File: src/rtl/ctpe_pkg.sv
// Shared constants, byte-source codes and control structures of the tag path encoder.
`timescale 1ns / 1ps
`default_nettype none

package ctpe_pkg;

    // Encoded path segment codes.
    localparam logic [7:0] SEG_NAME   = 8'h91;
    localparam logic [7:0] SEG_ELEM8  = 8'h28;
    localparam logic [7:0] SEG_ELEM16 = 8'h29;
    localparam logic [7:0] SEG_ELEM32 = 8'h2A;
    localparam logic [7:0] PAD_BYTE   = 8'h00;

    // Characters of the address syntax.
    localparam logic [7:0] CH_DOT    = 8'h2E;
    localparam logic [7:0] CH_LBRACK = 8'h5B;
    localparam logic [7:0] CH_RBRACK = 8'h5D;
    localparam logic [7:0] CH_COMMA  = 8'h2C;
    localparam logic [7:0] CH_SPACE  = 8'h20;
    localparam logic [7:0] CH_TAB    = 8'h09;
    localparam logic [7:0] CH_CR     = 8'h0D;
    localparam logic [7:0] CH_ZERO   = 8'h30;
    localparam logic [7:0] CH_NINE   = 8'h39;

    localparam logic [15:0] LEN_SAT = 16'hFFFF;

    // Where the next output byte comes from.
    typedef logic [2:0] byte_src_t;
    localparam byte_src_t SRC_NAME_HDR  = 3'd0;
    localparam byte_src_t SRC_NAME_LEN  = 3'd1;
    localparam byte_src_t SRC_NAME_DATA = 3'd2;
    localparam byte_src_t SRC_PAD       = 3'd3;
    localparam byte_src_t SRC_SEG       = 3'd4;
    localparam byte_src_t SRC_MARK      = 3'd5;

    // Commands from the controller to the datapath.
    typedef struct packed {
        logic      accept;
        logic      emit;
        byte_src_t src;
        logic      run_last;
        logic      path_end;
        logic      rd_en;
        logic      idx_clr;
        logic      idx_inc;
        logic      name_done;
        logic      seg_done;
        logic      path_clear;
    } ctpe_cmd_t;

    // Status from the datapath to the controller.
    typedef struct packed {
        logic out_free;
        logic plan_name;
        logic plan_seg_sep;
        logic plan_seg_end;
        logic plan_last;
        logic name_odd;
        logic name_data_last;
        logic seg_last;
    } ctpe_status_t;

endpackage

`default_nettype wire

File: src/rtl/ctpe_if.sv
// Handshake interfaces for the character input and the path byte output.
`timescale 1ns / 1ps
`default_nettype none

interface ctpe_char_if;
    logic       valid;
    logic       ready;
    logic [7:0] ch;
    logic       last_char;

    modport source (output valid, output ch, output last_char, input ready);
    modport sink (input valid, input ch, input last_char, output ready);
endinterface

interface ctpe_byte_if;
    logic        valid;
    logic        ready;
    logic [7:0]  out_byte;
    logic        is_byte;
    logic        run_last;
    logic        path_end;
    logic [15:0] path_length;
    logic        name_too_long;

    modport source (output valid, output out_byte, output is_byte, output run_last,
                    output path_end, output path_length, output name_too_long,
                    input ready);
    modport sink (input valid, input out_byte, input is_byte, input run_last,
                  input path_end, input path_length, input name_too_long,
                  output ready);
endinterface

`default_nettype wire

File: src/rtl/cip_tag_path_encoder.sv
// Top level of the tag path encoder: controller, datapath and channel wiring.
`timescale 1ns / 1ps
`default_nettype none

// The encoder takes a tag address such as A.B[3,70000] one character per
// transaction on tag_char, with last_char set on the final character, and
// produces the encoded request path on path_byte, one byte per transaction.
// Name runs become 0x91, the length, the characters and a zero pad byte when
// the length is odd; names longer than MAX_NAME characters are cut short and
// name_too_long is raised on every later byte of that path. Bracketed decimal
// indices become 0x28, 0x29 or 0x2A element segments according to their size,
// with the index saturating at 32 bits. run_last marks the last byte caused by
// a character and path_end the last byte of the whole path, where path_length
// holds the byte total (saturating at 65535). A final character that causes no
// byte yields a single end marker with is_byte low. The controller accepts a
// character in its idle state and then passes through a dispatch state; a
// character that produces nothing goes back to idle from there. Each name
// byte is read from the name buffer RAM and then loaded into the output
// register; header, pad and segment bytes are loaded directly, and the
// dispatch state follows every name or segment group. Each load waits while
// the output register is full and path_byte.ready is low. The output register
// lets a finished byte wait for its consumer while the block moves on.
module cip_tag_path_encoder
    import ctpe_pkg::*;
#(
    parameter int MAX_NAME = 40
) (
    input  wire logic     clk,
    input  wire logic     rst_n,
    ctpe_char_if.sink     tag_char,
    ctpe_byte_if.source   path_byte
);

    ctpe_cmd_t    cmd;
    ctpe_status_t status;
    logic         ctrl_in_ready;

    // The controller owns the handshake on the input side and decides, from
    // the plan the datapath works out for the character being offered, which
    // groups of bytes have to be produced.
    ctpe_ctrl u_ctrl (
        .clk      (clk),
        .rst_n    (rst_n),
        .in_valid (tag_char.valid),
        .in_ready (ctrl_in_ready),
        .status   (status),
        .cmd      (cmd)
    );

    assign tag_char.ready = ctrl_in_ready;

    // The datapath holds the parse state, the name buffer and the output
    // register that drives path_byte.
    ctpe_datapath #(
        .MAX_NAME (MAX_NAME)
    ) u_datapath (
        .clk           (clk),
        .rst_n         (rst_n),
        .in_ch         (tag_char.ch),
        .in_last_char  (tag_char.last_char),
        .cmd           (cmd),
        .status        (status),
        .out_ready     (path_byte.ready),
        .out_valid     (path_byte.valid),
        .out_byte      (path_byte.out_byte),
        .is_byte       (path_byte.is_byte),
        .run_last      (path_byte.run_last),
        .path_end      (path_byte.path_end),
        .path_length   (path_byte.path_length),
        .name_too_long (path_byte.name_too_long)
    );

endmodule

`default_nettype wire

File: src/rtl/ctpe_ram.sv
// Generic single-port-write, single-port-read RAM with registered read data.
`timescale 1ns / 1ps
`default_nettype none

module ctpe_ram #(
    parameter int WIDTH = 8,
    parameter int DEPTH = 40,
    localparam int ADDR_W = (DEPTH > 1) ? $clog2(DEPTH) : 1
) (
    input  wire logic                   clk,
    input  wire logic                   we,
    input  wire logic [ADDR_W-1:0]      waddr,
    input  wire logic [WIDTH-1:0]       wdata,
    input  wire logic                   re,
    input  wire logic [ADDR_W-1:0]      raddr,
    output logic      [WIDTH-1:0]       rdata
);

    logic [WIDTH-1:0] mem_reg [DEPTH];
    logic [WIDTH-1:0] rdata_reg;

    always_ff @(posedge clk)
    begin
        if (we)
        begin
            mem_reg[waddr] <= wdata;
        end
        if (re)
        begin
            rdata_reg <= mem_reg[raddr];
        end
    end

    assign rdata = rdata_reg;

endmodule

`default_nettype wire

File: src/rtl/ctpe_ctrl.sv
// Controller state machine that sequences the output bytes of each character.
`timescale 1ns / 1ps
`default_nettype none

module ctpe_ctrl
    import ctpe_pkg::*;
(
    input  wire logic         clk,
    input  wire logic         rst_n,
    input  wire logic         in_valid,
    output logic              in_ready,
    input  wire ctpe_status_t status,
    output ctpe_cmd_t         cmd
);

    localparam logic [3:0] ST_IDLE = 4'd0;
    localparam logic [3:0] ST_NEXT = 4'd1;
    localparam logic [3:0] ST_NHDR = 4'd2;
    localparam logic [3:0] ST_NLEN = 4'd3;
    localparam logic [3:0] ST_NRD  = 4'd4;
    localparam logic [3:0] ST_NDAT = 4'd5;
    localparam logic [3:0] ST_NPAD = 4'd6;
    localparam logic [3:0] ST_SEG  = 4'd7;
    localparam logic [3:0] ST_MARK = 4'd8;

    logic [3:0] state_reg,     state_next;
    logic       pend_name_reg, pend_name_next;
    logic       pend_sep_reg,  pend_sep_next;
    logic       pend_end_reg,  pend_end_next;
    logic       last_reg,      last_next;
    logic       emitted_reg,   emitted_next;

    assign in_ready = (state_reg == ST_IDLE);

    always_comb
    begin
        state_next     = state_reg;
        pend_name_next = pend_name_reg;
        pend_sep_next  = pend_sep_reg;
        pend_end_next  = pend_end_reg;
        last_next      = last_reg;
        emitted_next   = emitted_reg;
        cmd            = '0;

        case (state_reg)
            ST_IDLE:
            begin
                if (in_valid)
                begin
                    cmd.accept     = 1'b1;
                    pend_name_next = status.plan_name;
                    pend_sep_next  = status.plan_seg_sep;
                    pend_end_next  = status.plan_seg_end;
                    last_next      = status.plan_last;
                    emitted_next   = 1'b0;
                    state_next     = ST_NEXT;
                end
            end
            ST_NEXT:
            begin
                if (pend_name_reg)
                begin
                    cmd.idx_clr = 1'b1;
                    state_next  = ST_NHDR;
                end
                else if (pend_sep_reg || pend_end_reg)
                begin
                    state_next = ST_SEG;
                end
                else if (last_reg && !emitted_reg)
                begin
                    state_next = ST_MARK;
                end
                else
                begin
                    cmd.path_clear = last_reg;
                    state_next     = ST_IDLE;
                end
            end
            ST_NHDR:
            begin
                if (status.out_free)
                begin
                    cmd.emit   = 1'b1;
                    cmd.src    = SRC_NAME_HDR;
                    state_next = ST_NLEN;
                end
            end
            ST_NLEN:
            begin
                if (status.out_free)
                begin
                    cmd.emit   = 1'b1;
                    cmd.src    = SRC_NAME_LEN;
                    state_next = ST_NRD;
                end
            end
            ST_NRD:
            begin
                cmd.rd_en  = 1'b1;
                state_next = ST_NDAT;
            end
            ST_NDAT:
            begin
                if (status.out_free)
                begin
                    cmd.emit    = 1'b1;
                    cmd.src     = SRC_NAME_DATA;
                    cmd.idx_inc = 1'b1;
                    if (!status.name_data_last)
                    begin
                        state_next = ST_NRD;
                    end
                    else if (status.name_odd)
                    begin
                        state_next = ST_NPAD;
                    end
                    else
                    begin
                        cmd.run_last   = !(pend_sep_reg || pend_end_reg);
                        cmd.path_end   = !(pend_sep_reg || pend_end_reg) && last_reg;
                        cmd.name_done  = 1'b1;
                        pend_name_next = 1'b0;
                        state_next     = ST_NEXT;
                    end
                end
            end
            ST_NPAD:
            begin
                if (status.out_free)
                begin
                    cmd.emit       = 1'b1;
                    cmd.src        = SRC_PAD;
                    cmd.run_last   = !(pend_sep_reg || pend_end_reg);
                    cmd.path_end   = !(pend_sep_reg || pend_end_reg) && last_reg;
                    cmd.name_done  = 1'b1;
                    pend_name_next = 1'b0;
                    state_next     = ST_NEXT;
                end
            end
            ST_SEG:
            begin
                if (status.out_free)
                begin
                    cmd.emit = 1'b1;
                    cmd.src  = SRC_SEG;
                    if (status.seg_last)
                    begin
                        cmd.seg_done = 1'b1;
                        cmd.run_last = !(pend_sep_reg && pend_end_reg);
                        cmd.path_end = !(pend_sep_reg && pend_end_reg) && last_reg;
                        if (pend_sep_reg)
                        begin
                            pend_sep_next = 1'b0;
                        end
                        else
                        begin
                            pend_end_next = 1'b0;
                        end
                        state_next = ST_NEXT;
                    end
                end
            end
            ST_MARK:
            begin
                if (status.out_free)
                begin
                    cmd.emit       = 1'b1;
                    cmd.src        = SRC_MARK;
                    cmd.run_last   = 1'b1;
                    cmd.path_end   = 1'b1;
                    cmd.path_clear = 1'b1;
                    state_next     = ST_IDLE;
                end
            end
            default:
            begin
                state_next = ST_IDLE;
            end
        endcase

        if (cmd.emit)
        begin
            emitted_next = 1'b1;
        end
    end

    always_ff @(posedge clk or negedge rst_n)
    begin
        if (!rst_n)
        begin
            state_reg     <= ST_IDLE;
            pend_name_reg <= 1'b0;
            pend_sep_reg  <= 1'b0;
            pend_end_reg  <= 1'b0;
            last_reg      <= 1'b0;
            emitted_reg   <= 1'b0;
        end
        else
        begin
            state_reg     <= state_next;
            pend_name_reg <= pend_name_next;
            pend_sep_reg  <= pend_sep_next;
            pend_end_reg  <= pend_end_next;
            last_reg      <= last_next;
            emitted_reg   <= emitted_next;
        end
    end

endmodule

`default_nettype wire

File: src/rtl/ctpe_datapath.sv
// Datapath: parse state, name buffer, index accumulator, byte selection and output register.
`timescale 1ns / 1ps
`default_nettype none

module ctpe_datapath
    import ctpe_pkg::*;
#(
    parameter int MAX_NAME = 40
) (
    input  wire logic        clk,
    input  wire logic        rst_n,
    input  wire logic [7:0]  in_ch,
    input  wire logic        in_last_char,
    input  wire ctpe_cmd_t   cmd,
    output ctpe_status_t     status,
    input  wire logic        out_ready,
    output logic             out_valid,
    output logic [7:0]       out_byte,
    output logic             is_byte,
    output logic             run_last,
    output logic             path_end,
    output logic [15:0]      path_length,
    output logic             name_too_long
);

    localparam int CW = $clog2(MAX_NAME + 1);
    localparam int AW = (MAX_NAME > 1) ? $clog2(MAX_NAME) : 1;

    logic          in_br_reg,   in_br_next;
    logic [CW-1:0] count_reg,   count_next;
    logic [CW-1:0] idx_reg,     idx_next;
    logic [31:0]   acc_reg,     acc_next;
    logic          dd_reg,      dd_next;
    logic          sd_reg,      sd_next;
    logic          trunc_reg,   trunc_next;
    logic [15:0]   total_reg,   total_next;
    logic [2:0]    pos_reg,     pos_next;

    logic          out_valid_reg;
    logic [7:0]    out_byte_reg;
    logic          is_byte_reg;
    logic          run_last_reg;
    logic          path_end_reg;
    logic [15:0]   path_length_reg;
    logic          name_too_long_reg;

    logic          is_sep;
    logic          is_digit;
    logic          is_space;
    logic          can_store;
    logic          store;
    logic [CW-1:0] count_after;
    logic [35:0]   prod;
    logic [7:0]    ram_rdata;
    logic          big;
    logic          mid;
    logic [7:0]    seg_byte;
    logic [7:0]    sel_byte;
    logic [15:0]   total_inc;

    assign is_sep    = in_ch inside {CH_COMMA, CH_RBRACK};
    assign is_digit  = in_ch inside {[CH_ZERO:CH_NINE]};
    assign is_space  = in_ch inside {CH_SPACE, [CH_TAB:CH_CR]};
    assign can_store = !in_br_reg && (in_ch != CH_DOT) && (in_ch != CH_LBRACK);
    assign store     = cmd.accept && can_store && (count_reg < CW'(MAX_NAME));

    // Ten times the accumulator plus the digit; anything above 32 bits saturates.
    assign prod = ({4'b0, acc_reg} << 3) + ({4'b0, acc_reg} << 1) + {32'b0, in_ch[3:0]};

    assign count_after = (can_store && (count_reg < CW'(MAX_NAME)))
                       ? count_reg + CW'(1) : count_reg;

    always_comb
    begin
        status.out_free       = !out_valid_reg || out_ready;
        status.plan_name      = !in_br_reg && (count_after != '0)
                              && ((in_ch == CH_DOT) || (in_ch == CH_LBRACK) || in_last_char);
        status.plan_seg_sep   = in_br_reg && is_sep;
        status.plan_seg_end   = in_last_char
                              && ((in_br_reg && (in_ch != CH_RBRACK))
                                  || (!in_br_reg && (in_ch == CH_LBRACK)));
        status.plan_last      = in_last_char;
        status.name_odd       = count_reg[0];
        status.name_data_last = ((idx_reg + CW'(1)) == count_reg);
        if (big)
        begin
            status.seg_last = (pos_reg == 3'd5);
        end
        else if (mid)
        begin
            status.seg_last = (pos_reg == 3'd3);
        end
        else
        begin
            status.seg_last = (pos_reg == 3'd1);
        end
    end

    always_comb
    begin
        in_br_next = in_br_reg;
        count_next = count_reg;
        idx_next   = idx_reg;
        acc_next   = acc_reg;
        dd_next    = dd_reg;
        sd_next    = sd_reg;
        trunc_next = trunc_reg;
        total_next = total_reg;
        pos_next   = pos_reg;

        if (cmd.accept)
        begin
            if (in_br_reg)
            begin
                if (!is_sep && !dd_reg)
                begin
                    if (is_digit)
                    begin
                        acc_next = (prod[35:32] != 4'b0) ? 32'hFFFF_FFFF : prod[31:0];
                        sd_next  = 1'b1;
                    end
                    else if (!(is_space && !sd_reg))
                    begin
                        dd_next = 1'b1;
                    end
                end
                if (in_ch == CH_RBRACK)
                begin
                    in_br_next = 1'b0;
                end
            end
            else if (in_ch == CH_LBRACK)
            begin
                in_br_next = 1'b1;
                acc_next   = '0;
                dd_next    = 1'b0;
                sd_next    = 1'b0;
            end
            else if (in_ch != CH_DOT)
            begin
                if (store)
                begin
                    count_next = count_reg + CW'(1);
                end
                else
                begin
                    trunc_next = 1'b1;
                end
            end
        end

        if (cmd.idx_clr)
        begin
            idx_next = '0;
        end
        if (cmd.idx_inc)
        begin
            idx_next = idx_reg + CW'(1);
        end
        if (cmd.emit && (cmd.src == SRC_SEG))
        begin
            pos_next = pos_reg + 3'd1;
        end
        if (cmd.emit && (cmd.src != SRC_MARK))
        begin
            total_next = total_inc;
        end
        if (cmd.name_done)
        begin
            count_next = '0;
        end
        if (cmd.seg_done)
        begin
            acc_next = '0;
            dd_next  = 1'b0;
            sd_next  = 1'b0;
            pos_next = '0;
        end
        if (cmd.path_clear)
        begin
            in_br_next = 1'b0;
            count_next = '0;
            acc_next   = '0;
            dd_next    = 1'b0;
            sd_next    = 1'b0;
            trunc_next = 1'b0;
            total_next = '0;
            pos_next   = '0;
        end
    end

    always_ff @(posedge clk or negedge rst_n)
    begin
        if (!rst_n)
        begin
            in_br_reg <= 1'b0;
            count_reg <= '0;
            idx_reg   <= '0;
            acc_reg   <= '0;
            dd_reg    <= 1'b0;
            sd_reg    <= 1'b0;
            trunc_reg <= 1'b0;
            total_reg <= '0;
            pos_reg   <= '0;
        end
        else
        begin
            in_br_reg <= in_br_next;
            count_reg <= count_next;
            idx_reg   <= idx_next;
            acc_reg   <= acc_next;
            dd_reg    <= dd_next;
            sd_reg    <= sd_next;
            trunc_reg <= trunc_next;
            total_reg <= total_next;
            pos_reg   <= pos_next;
        end
    end

    ctpe_ram #(
        .WIDTH (8),
        .DEPTH (MAX_NAME)
    ) u_name_ram (
        .clk   (clk),
        .we    (store),
        .waddr (count_reg[AW-1:0]),
        .wdata (in_ch),
        .re    (cmd.rd_en),
        .raddr (idx_reg[AW-1:0]),
        .rdata (ram_rdata)
    );

    // Element segment: width class follows the value, bytes go out little-endian.
    assign big = |acc_reg[31:16];
    assign mid = |acc_reg[15:8];

    always_comb
    begin
        case (pos_reg)
            3'd0:
            begin
                seg_byte = big ? SEG_ELEM32 : (mid ? SEG_ELEM16 : SEG_ELEM8);
            end
            3'd1:
            begin
                seg_byte = (big || mid) ? PAD_BYTE : acc_reg[7:0];
            end
            3'd2:    seg_byte = acc_reg[7:0];
            3'd3:    seg_byte = acc_reg[15:8];
            3'd4:    seg_byte = acc_reg[23:16];
            default: seg_byte = acc_reg[31:24];
        endcase
    end

    always_comb
    begin
        case (cmd.src)
            SRC_NAME_HDR:  sel_byte = SEG_NAME;
            SRC_NAME_LEN:  sel_byte = 8'(count_reg);
            SRC_NAME_DATA: sel_byte = ram_rdata;
            SRC_SEG:       sel_byte = seg_byte;
            default:       sel_byte = PAD_BYTE;
        endcase
    end

    assign total_inc = (total_reg == LEN_SAT) ? total_reg : total_reg + 16'd1;

    always_ff @(posedge clk or negedge rst_n)
    begin
        if (!rst_n)
        begin
            out_valid_reg <= 1'b0;
        end
        else if (cmd.emit)
        begin
            out_valid_reg <= 1'b1;
        end
        else if (out_ready)
        begin
            out_valid_reg <= 1'b0;
        end
    end

    always_ff @(posedge clk)
    begin
        if (cmd.emit)
        begin
            out_byte_reg      <= sel_byte;
            is_byte_reg       <= (cmd.src != SRC_MARK);
            run_last_reg      <= cmd.run_last;
            path_end_reg      <= cmd.path_end;
            path_length_reg   <= (cmd.src == SRC_MARK) ? total_reg : total_inc;
            name_too_long_reg <= trunc_reg;
        end
    end

    assign out_valid     = out_valid_reg;
    assign out_byte      = out_byte_reg;
    assign is_byte       = is_byte_reg;
    assign run_last      = run_last_reg;
    assign path_end      = path_end_reg;
    assign path_length   = path_length_reg;
    assign name_too_long = name_too_long_reg;

endmodule

`default_nettype wire

File: src/flat_wrapper.sv
// flat-port wrapper written by rule: the top's interface ports become plain ports
module cip_tag_path_encoder_flat import ctpe_pkg::*;
#(
    parameter int MAX_NAME = 40
)
  (clk, rst_n, tag_char_valid, tag_char_ch, tag_char_last_char, tag_char_ready, path_byte_valid, path_byte_out_byte, path_byte_is_byte, path_byte_run_last, path_byte_path_end, path_byte_path_length, path_byte_name_too_long, path_byte_ready);
  ctpe_char_if tag_char_i ();
  ctpe_byte_if path_byte_i ();
  input  wire logic clk;
  input  wire logic rst_n;
  input wire logic [$bits(tag_char_i.valid)-1:0] tag_char_valid;
  input wire logic [$bits(tag_char_i.ch)-1:0] tag_char_ch;
  input wire logic [$bits(tag_char_i.last_char)-1:0] tag_char_last_char;
  output wire logic [$bits(tag_char_i.ready)-1:0] tag_char_ready;
  output wire logic [$bits(path_byte_i.valid)-1:0] path_byte_valid;
  output wire logic [$bits(path_byte_i.out_byte)-1:0] path_byte_out_byte;
  output wire logic [$bits(path_byte_i.is_byte)-1:0] path_byte_is_byte;
  output wire logic [$bits(path_byte_i.run_last)-1:0] path_byte_run_last;
  output wire logic [$bits(path_byte_i.path_end)-1:0] path_byte_path_end;
  output wire logic [$bits(path_byte_i.path_length)-1:0] path_byte_path_length;
  output wire logic [$bits(path_byte_i.name_too_long)-1:0] path_byte_name_too_long;
  input wire logic [$bits(path_byte_i.ready)-1:0] path_byte_ready;
  assign tag_char_i.valid = tag_char_valid;
  assign tag_char_i.ch = tag_char_ch;
  assign tag_char_i.last_char = tag_char_last_char;
  assign tag_char_ready = tag_char_i.ready;
  assign path_byte_valid = path_byte_i.valid;
  assign path_byte_out_byte = path_byte_i.out_byte;
  assign path_byte_is_byte = path_byte_i.is_byte;
  assign path_byte_run_last = path_byte_i.run_last;
  assign path_byte_path_end = path_byte_i.path_end;
  assign path_byte_path_length = path_byte_i.path_length;
  assign path_byte_name_too_long = path_byte_i.name_too_long;
  assign path_byte_i.ready = path_byte_ready;
  cip_tag_path_encoder #(.MAX_NAME(MAX_NAME)) u_core (.clk(clk), .rst_n(rst_n), .tag_char(tag_char_i), .path_byte(path_byte_i));
endmodule
File: config.mk
export PLATFORM = sky130hd
export DESIGN_NAME = cip_tag_path_encoder_flat
export DESIGN_NICKNAME = d
export VERILOG_FILES = /design/src/rtl/ctpe_pkg.sv /design/src/rtl/ctpe_if.sv /design/src/rtl/cip_tag_path_encoder.sv /design/src/rtl/ctpe_ram.sv /design/src/rtl/ctpe_ctrl.sv /design/src/rtl/ctpe_datapath.sv /design/src/flat_wrapper.sv
export SDC_FILE = /design/constraint.sdc
export NUM_CORES = 1
export LEC_CHECK = 0
export BUFFER_PORTS_ARGS = -buffer_cell sky130_fd_sc_hd__buf_4
export CORE_MARGIN = 2
export CORE_UTILIZATION = 45
export CTS_BUF_LIST = sky130_fd_sc_hd__clkbuf_16
export CTS_CLUSTER_DIAMETER = 150
export DETAILED_ROUTE_END_ITERATION = 10
export GPL_TIMING_DRIVEN = 1
export PLACE_DENSITY = 0.69
export SLEW_MARGIN = 40
export SYNTH_ARGS = -nofsm -noshare
export SYNTH_HDL_FRONTEND = slang
export SYNTH_HIERARCHICAL = 1
export SYNTH_SLANG_ARGS = --single-unit
export TNS_END_PERCENT = 5
File: constraint.sdc
create_clock -name clk -period 4.7 [get_ports clk]
set_input_delay 0.47 -clock clk [delete_from_list [all_inputs] [get_ports clk]]
set_output_delay 0.47 -clock clk [all_outputs]
set_load 0.005 [all_outputs]
# Word level (Yosys, flattened, before mapping)
# Memories as Yosys holds them, arrays and structs flattened. A register that Yosys moved wholly into a read port is not among the register bits.
# Index checks and enable logic that the tools add are counted.
[totals] reg_bits=105 ram_bits=320 in_bits=13 out_inout_bits=30 wordCells=273 mem_count=1
[classes] add_sub_neg=6 n_lt_le_gt_ge=5 eq_ne=48 muxes=122 reduce_logical=69
[mem_list] name="u_core.u_datapath.u_name_ram.mem_reg" depth=40 width=8 read_ports=1 rd_ports_with_merged_regs=1 wr=1 line_no="ctpe_ram.sv:19" rtl="logic [WIDTH-1:0] mem_reg [DEPTH];"
[ops] cell="$mux 32" count=8
[ops] cell="$mux 6" count=14
[ops] cell="$mux 16" count=4
[ops] cell="$mux 1" count=62
[ops] cell="$mux 4" count=14
[ops] cell="$pmux 8 s5" count=1
[ops] cell="$add 35x33->36" count=1
[ops] cell="$add 36x4->36" count=1
[ops] cell="$pmux 4 s9" count=1
[ops] cell="$pmux 8 s4" count=1
[ops] cell="$eq 8x6->1 const B" count=3
[ops] cell="$pmux 4 s6" count=1
[ops] cell="$logic_and 1x1->1" count=21
[ops] cell="$ne 2x1->1 const B" count=10
[ops] cell="$reduce_and 5->1" count=4
[ops] cell="$reduce_bool 2->1" count=10
[ops] cell="$reduce_bool 3->1" count=6
[ops] cell="$add 16x1->16 const B" count=1
[ops] cell="$eq 16x16->1 const B" count=1
[ops] cell="$eq 4x3->1 const B" count=4
[ops] cell="$eq 8x7->1 const B" count=2
[ops] cell="$ne 8x7->1 const B" count=2
[ops] cell="$reduce_or 16->1" count=1
[ops] cell="$add 6x1->6 const B" count=2
[ops] cell="36 further kinds" count=75

# Logic depth before layout (Yosys ltp)
[depth] ltp_word=12 mapped_depth=14 depth_no_buf=12

# By module
# Netlist, hierarchy kept.
[by_module_without_submodules] module="ctpe_ram" n_inst=1 cells_per_inst=696 area_each_um2=13070.0 seq_area_each_um2=9849.4
[by_module_without_submodules] module="ctpe_datapath" n_inst=1 cells_per_inst=765 area_each_um2=7199.4 seq_area_each_um2=2542.4
[by_module_without_submodules] module="ctpe_ctrl" n_inst=1 cells_per_inst=97 area_each_um2=769.5 seq_area_each_um2=225.2

# Worst setup path after synthesis
# Ideal clock, no wire load.
[synth_path] kind="reg2reg" from="register u_core.u_ctrl.state_reg[1]" to="memory u_core.u_datapath.u_name_ram.mem_reg[18][0] (enable)" setup_time_ns=0.383 arrival_time_ns=3.008 required_ns=4.317 path_slack_ns=1.309 stages_incl_launch_ff=9 path_buffers=2 period_less_slack_ns=3.391 cell_sequence="dfrtp_1 -> buf_4 -> nor4_2 -> and2_1 -> buf_4 -> nor4b_2 -> nor4bb_1 -> nand2_1 -> nor3_1"
[synth_lines] item="from (decl)" line_no="ctpe_ctrl.sv:26" rtl="logic [3:0] state_reg, state_next;"
[synth_lines] item="from (signal assigned)" line_no="ctpe_ctrl.sv:201" rtl="state_reg <= state_next;"
[synth_lines] item="to (decl)" line_no="ctpe_ram.sv:19"

# Worst setup path in the final report
[layout_path] from="register u_core.u_datapath.acc_reg[0]" to="register u_core.u_datapath.acc_reg[26]"
[layout_via] elab_chain_cells=10
[layout_rtl] item="from (decl)" line_no="ctpe_datapath.sv:32" rtl="logic [31:0] acc_reg, acc_next;"
[layout_rtl] item="from (signal assigned)" line_no="ctpe_datapath.sv:211" rtl="acc_reg <= acc_next;"
[layout_rtl] item="$add 35x33->36 (*)" line_no="ctpe_datapath.sv:68" rtl="assign prod = ({4'b0, acc_reg} << 3) + ({4'b0, acc_reg} << 1) + {32'b0, in_ch[3:0]};"
[layout_rtl] item="$add 36x4->36 (*)" line_no="ctpe_datapath.sv:68"
[layout_rtl] item="$reduce_bool 4->1" line_no="ctpe_datapath.sv:119" rtl="acc_next = (prod[35:32] != 4'b0) ? 32'hFFFF_FFFF : prod[31:0];"
[layout_rtl] item="$mux 32 (*)" line_no="ctpe_datapath.sv:119"
[layout_rtl] item="$mux 32 (*)" line_no="ctpe_datapath.sv:117" rtl="if (is_digit)"
[layout_rtl] item="$mux 32 (*)" line_no="ctpe_datapath.sv:115" rtl="if (!is_sep && !dd_reg)"
[layout_rtl] item="$mux 32 (*)" line_no="ctpe_datapath.sv:113" rtl="if (in_br_reg)"
[layout_rtl] item="$mux 32 (*)" line_no="ctpe_datapath.sv:111" rtl="if (cmd.accept)"
[layout_rtl] item="$mux 32 (*)" line_no="ctpe_datapath.sv:172" rtl="if (cmd.seg_done)"
[layout_rtl] item="$mux 32 (*)" line_no="ctpe_datapath.sv:179" rtl="if (cmd.path_clear)"
# Mark *: on every way between the ends. The rest lies on a longest branch, timed or not. The select of a mux whose other input is x is not followed.
# A chain may end at the register's enable or synchronous reset.

==> results.toml <==
[status]
outcome = "complete, no violations"

[sta]
slew_viol_final = 0
clock_skew_ns = 0.0388
post-route-min-period_ns = 3.81
max_slew_margin_pct = 42.4
max_clock_freq_ghz = 0.262
whs_ns = 0.174
period_share_pct = 81.2
finalWorstSetupSlack_ns = 0.886
finalHoldViolCount = 0
grt_setup_unrepaired = "no"
max_slew.worst_pin.slew_ns = 0.860
fin_setup_tns_ns = 0
setup_viol = 0

[worst_setup_path]
cp-start-kind = "flop"
cp-end-kind = "flop"
worstSetupEndpoint = "u_core/u_datapath/acc_reg[26]"
arrival_ns = 4.33
worstPathCellList = "fa_1 > inv_1 > fa_1 > nand2b_1 > a21o_1 > a21o_1 > a41oi_1 > a311oi_1 > mux2_4 > a31oi_4 > buf_12 > a221o_1"
crit_start = "u_core/u_datapath/acc_reg[0]"
slowest_delay_ns = 0.55
cp_slowest_cell = "fa_1"
path_max_fanout = 17
r2r-start = "u_core/u_datapath/acc_reg[0]"
rr_worst_depth = 12
path_class = "reg2reg"
worst_ep_required_time_ns = 5.22
r2r-end = "u_core/u_datapath/acc_reg[26]"
regToRegSetupSlack_ns = 0.89

[yosys]
synthTopCellsByCount = "edfxtp_1, mux2i_1, nor2_1, nand2_1, dfrtp_1"
synth_nets = 1644
ys_seq_area_share_pct = 60.0
synth_top_area_cell = "edfxtp_1"
synth_top_flop_cell = "edfxtp_1"
yosysTopAreaCellShare_pct = 50.8
synth_cell_types = 89
synth_seq_cells = 433
async_flop_share_pct = 17.8
synthCells = 1558
synth_enable_flop_cells = 356
syn_area_per_cell_um2 = 13.5
synthesis.area_um2 = 21000
synthTopCellsByArea = "edfxtp_1, dfrtp_1, mux2i_1"
synth_most_common_cell = "edfxtp_1"
yosysWarnings = 6

[min_path]
hold_class = "in2reg"

[pwr]
p_leak_nw = 8.79
power_density_nw_per_um2 = 489
ir_drop_mv = 0.400

[route]
drtIter0Drc = 1310
wl_per_cell_um = 22.0
viasPerCell = 5.95
drt-total-wl_um = 49100
via_count = 13300
post-route-drc-count = 0
drtAntennaViolNets = 0
drt_first_pass_iters = 6

[clock_tree]
clock_latency_ns = 0.60
clk_pin_slew_ns = 0.06
post_cts_buffers = 0
cts_tree = "built"
cts_buffer_depth = 3
cts_buffers = 46
clock-sinks = 433
ctsResizeCount = 0
clock-root-buffer = "clkbuf_16"
htreeDepth = 2

[floorplanning]
io_pins = 43
die_x_um = 220
dieArea_um2 = 48500
initial_utilization_pct = 45.4
row_count = 79
core-area_um2 = 46400
fp.dieH_um = 220

[finish]
stdcell_area_um2 = 23300
finalCoreUtilization_pct = 50.3
nets = 1677
insertedDiodeCount = 0
n_fill_cell = 3922
drive_above_1_share_pct = 13.1
area_growth_pct = 10.9
largest_reg_flops = 320

[grt]
grt_max_degree = 116
grt-ovfl-total = 0
grtUsageTotal_pct = 20.2
grt_pass1_vias = 13000
grt_pass1_wl_um = 75300
antenna_found_initial = 0

[run]
max_cap_viol_count = 0

[placed_design]
post-place-ws_ns = 0.644
port_buffers = 42
hpwl_um = 32400
gp_congestion = 0.930
placed_cell_area_um2 = 21900
## where the power goes
part | internal (mW) | switching (mW) | total, mW
combinational | 1.33 | 1.76 | 3.09
sequential | 4.49 | 0.379 | 4.86
clock | 1.91 | 1.53 | 3.45
## layout make-up
type / count / area (µm²) / share of cell area [%]
flip-flops and latches: 433 / 12600 / 54.1
repair buffers: 69 / 546 / 2.34
multi-input cells: 1010 / 7830 / 33.6
clock inverters: 39 / 307 / 1.31
clock buffers: 46 / 1150 / 4.93
inverters: 31 / 116 / 0.499
well taps: 607 / 759 / 3.26
## routing by layer
metal	track usage (%)	wire [µm]
met1	28.0	21300
met2	32.5	23300
met3	3.60	3170
met4	6.38	1390
met5	0	0
## worst max-delay path, delay by kind of cell (launching register included)
kind | cells | cell delay, ns
compound gates | 6 | 1.50
fa+ha+maj | 2 | 1.00
flops | 1 | 0.44
mux | 1 | 0.34
buf+inv | 2 | 0.30
simple gates | 1 | 0.18
## how the worst min path moves through the flow
stage                     slack (ns)                 startpoint                          to  cells after the start
after floorplan                 0.17                      rst_n   u_core/u_ctrl/emitted_reg                      0
after global placement          0.45  u_core/u_ctrl/emitted_reg  u_core/u_ctrl/state_reg[3]                      1
after detailed placement        0.45  u_core/u_ctrl/emitted_reg  u_core/u_ctrl/state_reg[3]                      1
after CTS                       0.15         tag_char_last_char      u_core/u_ctrl/last_reg                      3
after global routing            0.17         tag_char_last_char      u_core/u_ctrl/last_reg                      3
final                           0.17         tag_char_last_char      u_core/u_ctrl/last_reg                      3
## metrics by stage
step,cells,power [mW]
after floorplan,1558,7.09
after global placement,2149,7.95
after detailed placement,2149,8.01
after CTS,2235,11.5
after global routing,2235,11.9
final,2235,11.4
## placed cells by master, fill, tap and decap left out, types with 43 or more instances in the layout
cell type | synthesis | layout
a21oi_1 | 73 | 73
buf_4 | 15 | 66
clkbuf_16 | 0 | 46
dfrtp_1 | 77 | 75
edfxtp_1 | 356 | 356
ha_1 | 71 | 71
inv_1 | 30 | 43
mux2i_1 | 132 | 132
nand2_1 | 81 | 81
nor2_1 | 119 | 113
## cells by family after synthesis
family | synth area share (%)
and+or+nand+nor | 8.40
adders and majority gates | 4.41
buffers and inverters | 3.01
muxes | 8.81
xor gates and xnor gates | 2.66
DFF | 60.0
AOI/OAI and AO/OA | 12.7
## what timing repair did
item,in CTS,in global routing
hold endpoints to repair,50,0
hold buffers,1,0
setup endpoints to repair,0,0
(Power assumes the default switching activity.)
